===== src/hw/rtl/kf_pkg.sv =====
package kf_pkg;

   localparam int MAX_WIDTH  = 1024;
   localparam int MAX_HEIGHT = 1024;
   localparam int MAX_KERNEL = 15;

   localparam int MEM_AW    = $clog2(2 * (MAX_KERNEL / 2) * (MAX_WIDTH + 1) + 1);
   localparam int MEM_DEPTH = 1 << MEM_AW;

   localparam int CSR_IW = 2;
   localparam int CSR_DW = 11;

   localparam logic [CSR_IW-1:0] CSR_KERNEL_SIZE  = 2'd0;
   localparam logic [CSR_IW-1:0] CSR_IMAGE_WIDTH  = 2'd1;
   localparam logic [CSR_IW-1:0] CSR_IMAGE_HEIGHT = 2'd2;

   localparam logic OP_PIXEL = 1'b0;
   localparam logic OP_FLUSH = 1'b1;

   typedef struct packed {
      logic       idle;
      logic       rd_win;
      logic       clr_acc;
      logic       rd_border;
      logic       take_border;
      logic       mult;
      logic       cmp;
      logic       div_init;
      logic       div_step;
      logic       load_out;
      logic [1:0] quad;
      logic [2:0] row;
      logic [2:0] col;
      logic [2:0] bitn;
   } kf_cmd_type;

   typedef struct packed {
      logic       accept;
      logic       emit;
      logic       interior;
      logic       rsp_free;
      logic [2:0] qm1;
   } kf_status_type;

endpackage


===== src/hw/rtl/kf_ctrl.sv =====
module kf_ctrl (
   input  logic                  clock,
   input  logic                  reset,
   input  kf_pkg::kf_status_type status,
   output kf_pkg::kf_cmd_type    cmd
);
   import kf_pkg::*;

   localparam logic [3:0] ST_IDLE  = 4'd0;
   localparam logic [3:0] ST_READ  = 4'd1;
   localparam logic [3:0] ST_ACC   = 4'd2;
   localparam logic [3:0] ST_MUL   = 4'd3;
   localparam logic [3:0] ST_CMP   = 4'd4;
   localparam logic [3:0] ST_DINIT = 4'd5;
   localparam logic [3:0] ST_DIV   = 4'd6;
   localparam logic [3:0] ST_BRD   = 4'd7;
   localparam logic [3:0] ST_BRDW  = 4'd8;
   localparam logic [3:0] ST_DONE  = 4'd9;

   logic [3:0] state_ff, state_in;
   logic [1:0] quad_ff, quad_in;
   logic [2:0] row_ff, row_in;
   logic [2:0] col_ff, col_in;
   logic [2:0] bit_ff, bit_in;

   always_comb begin
      state_in = state_ff;
      quad_in  = quad_ff;
      row_in   = row_ff;
      col_in   = col_ff;
      bit_in   = bit_ff;
      case (state_ff)
         ST_IDLE: begin
            if (status.accept && status.emit) begin
               quad_in = 2'd0;
               row_in  = 3'd0;
               col_in  = 3'd0;
               state_in = status.interior ? ST_READ : ST_BRD;
            end
         end
         ST_READ: begin
            if (col_ff == status.qm1) begin
               col_in = 3'd0;
               if (row_ff == status.qm1) begin
                  row_in   = 3'd0;
                  state_in = ST_ACC;
               end else begin
                  row_in = row_ff + 3'd1;
               end
            end else begin
               col_in = col_ff + 3'd1;
            end
         end
         ST_ACC: state_in = ST_MUL;
         ST_MUL: state_in = ST_CMP;
         ST_CMP: begin
            if (quad_ff == 2'd3) begin
               state_in = ST_DINIT;
            end else begin
               quad_in  = quad_ff + 2'd1;
               state_in = ST_READ;
            end
         end
         ST_DINIT: begin
            bit_in   = 3'd7;
            state_in = ST_DIV;
         end
         ST_DIV: begin
            bit_in = bit_ff - 3'd1;
            if (bit_ff == 3'd0) begin
               state_in = ST_DONE;
            end
         end
         ST_BRD:  state_in = ST_BRDW;
         ST_BRDW: state_in = ST_DONE;
         ST_DONE: begin
            if (status.rsp_free) begin
               state_in = ST_IDLE;
            end
         end
         default: state_in = ST_IDLE;
      endcase
   end

   always_ff @(posedge clock) begin
      if (reset) begin
         state_ff <= ST_IDLE;
         quad_ff  <= 2'd0;
         row_ff   <= 3'd0;
         col_ff   <= 3'd0;
         bit_ff   <= 3'd0;
      end else begin
         state_ff <= state_in;
         quad_ff  <= quad_in;
         row_ff   <= row_in;
         col_ff   <= col_in;
         bit_ff   <= bit_in;
      end
   end

   always_comb begin
      cmd.idle        = (state_ff == ST_IDLE);
      cmd.rd_win      = (state_ff == ST_READ);
      cmd.clr_acc     = (state_ff == ST_READ) && (row_ff == 3'd0) && (col_ff == 3'd0);
      cmd.rd_border   = (state_ff == ST_BRD);
      cmd.take_border = (state_ff == ST_BRDW);
      cmd.mult        = (state_ff == ST_MUL);
      cmd.cmp         = (state_ff == ST_CMP);
      cmd.div_init    = (state_ff == ST_DINIT);
      cmd.div_step    = (state_ff == ST_DIV);
      cmd.load_out    = (state_ff == ST_DONE) && status.rsp_free;
      cmd.quad        = quad_ff;
      cmd.row         = row_ff;
      cmd.col         = col_ff;
      cmd.bitn        = bit_ff;
   end

   a_done_to_idle: assert property (@(posedge clock) disable iff (reset)
      (state_ff == ST_DONE && status.rsp_free) |=> state_ff == ST_IDLE)
      else $error("result load did not return to idle");
   a_read_bounds: assert property (@(posedge clock) disable iff (reset)
      (state_ff == ST_READ) |-> (row_ff <= status.qm1 && col_ff <= status.qm1))
      else $error("window read outside quadrant");
   a_div_start: assert property (@(posedge clock) disable iff (reset)
      (state_ff == ST_DINIT) |=> (state_ff == ST_DIV && bit_ff == 3'd7))
      else $error("division did not start at the top bit");

endmodule


===== config.mk =====
export PLATFORM = sky130hd
export DESIGN_NAME = kf_ctrl
export DESIGN_NICKNAME = d
export VERILOG_FILES = /design/src/hw/rtl/kf_pkg.sv /design/src/hw/rtl/kf_ctrl.sv
export SDC_FILE = /design/constraint.sdc
export NUM_CORES = 1
export LEC_CHECK = 0
export ABC_AREA = 1
export BUFFER_PORTS_ARGS = -buffer_cell sky130_fd_sc_hd__buf_4
export CORE_MARGIN = 5
export CORE_UTILIZATION = 45
export DETAILED_ROUTE_END_ITERATION = 10
export HOLD_SLACK_MARGIN = 0.06
export PLACE_DENSITY = 0.72
export SETUP_SLACK_MARGIN = 0.05
export SYNTH_ARGS = -nofsm -noshare
export SYNTH_HDL_FRONTEND = slang
export SYNTH_SLANG_ARGS = --single-unit

===== constraint.sdc =====
create_clock -name clock -period 1.8 [get_ports clock]
set_input_delay 0.36 -clock clock [delete_from_list [all_inputs] [get_ports clock]]
set_output_delay 0.36 -clock clock [all_outputs]
set_load 0.01 [all_outputs]

==> metrics.csv <==
metric,value,unit
CTS tree,yes,
"top cells by area, synth","dfxtp_1 26%, nand2_1 11%, ha_1 7.7%",
"wirelength, routed",2570,µm
Layout Nets,208,
Worst Hold Path Cells,2,
most used flip-flop cell after synthesis,dfxtp_1,
layout cell share with drive strength beyond 1,0.398,
Critical Path Start,col_ff[1],
DRT iter0 DRCs,22,
Placeable Area,2450,µm²
Layout area overhead,25.9,%
initial antenna violation count,0,
status,finished clean,
number of global-route vias before repair,1036,
worst vdd ir,0.000759,V
CP top delay family,flip-flops,
CTS Root Cell,clkbuf_4,
Max Slew Vio Count,0,
sequential share of the synthesized area,0.265,
Least-Margin Pin Slew,265,ps
Critical path buffers and inverters,2,
FMAX,588,MHz
final hold violation count,0,
Worst Path Arrival,1340,ps
post-CTS setup repair buffer count,0,
WL per Instance,11.6,µm
count of hold-fix buffers inserted at cts,0,
final worst slack,98.8,ps
Worst R2R Start,bit_ff[0],
Yosys Warn Count,0,
Clock transition at path regs,100,ps
DIE AREA,3630,µm²
"EDFF count, synth",0,
FP Rows,18,
Worst EP required,1440,ps
Synth Register Bits,15,
clock sinks,15,
GR Overflow Total,0,
Place WS,319,ps
total track usage,0.155,
RSZ-0062 raised after global routing,yes,
Worst-Skew Late Latency,280,ps
CP max FO,5,
critical-path cell list,inv_2 -> ha_1 -> nand2_1 -> nor4_2 -> buf_4,
Hold Path Class,input pin to register,
Netlist cell types,27,
cts repair resizes,2,
Setup Viol. Count Final,0,
Initial Util,0.462,
Post-Syn Area,1130,µm²
first-pass GRT wire length,4350,µm
ANT nets after route,0,
post-synth top area cell,dfxtp_1,
Crit-path slowest cell,dfxtp_1,
drt drc,0,
startpoint types,register,
max_cap viols,0,
critical path's largest stage delay,370,ps
r2r worst-path depth,10,
Rel. slew slack,0.823,
die height,60.2,µm
gpl congestion,0.839,
Final Skew,12.9,ps
Pleak,0.722,nW
n_diodes,0,
DR vias/cell,4.99,
I/O Buffers,29,
post-synth top area share,0.265,
die width,60.2,µm
"most common cell after layout, fill and taps aside",nand2_1,
Setup Crit Path Kind,register to output pin,
fin crit share,0.945,
DRT Pass-1 Iters,4,
syn nets,175,
clk buf depth,2,
hold path start,reset,
H-tree Lvls,1,
largest net degree at the start of global routing,10,
Mapped Cells,159,
most frequent cells in the layout,"33 x nand2_1, 29 x buf_4, 18 x inv_1, 12 x inv_2, 11 x dfxtp_1",
post-DP HPWL,2100,µm
WP depth,5,
share of async-settable or async-resettable flops after synthesis,0,
Power Density,1350,nW/µm²
Period minus WS final,1700,ps
I/O pins,30,
vias,1103,
setup TNS,0,ps
Num CTS Buffers,3,
Worst Setup End Kind,output pin,
Mean Syn Cell Area,7.14,µm²
## cells in the mapped netlist (3+ instances only)
cell     number
inv_2        11
inv_1        19
dfxtp_1      15
nand4_1       7
nand3_1       5
a21oi_1      10
nand2_4       3
nor2_4        5
nor2_2        6
ha_1          7
nor2_1       10
nand2_2       5
o21ai_1       4
nand2_1      33
## area by class of cell
cell class                 count  area, µm²
tap                           30       37.5
sequential                    15        305
multi-input combinational    111        716
fill                         238       1030
clock buffer                   4       26.3
inverter                      32        126
timing repair buffer          29        218
## power by group
group	total, W	internal [W]	switching (W)
Sequential	0.000522	0.000421	0.000102
Clock	0.000192	0.0000859	0.000106
Combinational	0.00121	0.000483	0.000726
## sequential cells by signal (all words and copies together) (netlist names)
| register | flops |
|---|---|
| row_ff | 3 |
| quad_ff | 2 |
| bit_ff | 3 |
| col_ff | 3 |
| state_ff | 4 |
## worst paths after layout
check | slack (ps) | end
hold reg to reg | 480 | quad_ff[1]
setup / recovery | 100 | cmd[18]
hold / removal | 320 | col_ff[1]
setup reg to reg | 360 | state_ff[1]
## stage by stage
step                utilization  std cells  area (µm²)  hold slack [ps]  total power, W
floorplan                     -        159        1130              484         0.00140
global placement          0.565        217        1390              459         0.00170
detailed placement        0.565        217        1390              461         0.00172
CTS                       0.578        221        1420              321         0.00193
global route              0.582        221        1430              307         0.00210
finish                    0.582        221        1430              320         0.00192
## cell families after synthesis
family,after synthesis,synth area share
simple gates,82,0.416
buf+inv,33,0.115
compound gates,18,0.0970
flops,15,0.265
fa+ha+maj,7,0.0772
xor+xnor,4,0.0309
## per-layer routing
layer  wire length, µm  share of wire  up-vias  GRT usage
met5                 0              0        -          0
met4                15         0.0058        0     0.0285
met3               134          0.052        2     0.0367
met2              1190           0.46       29      0.256
met1              1230           0.48      500      0.205
li1                  -              -      572          -
Note: power is estimated with default switching activity, not from simulation.
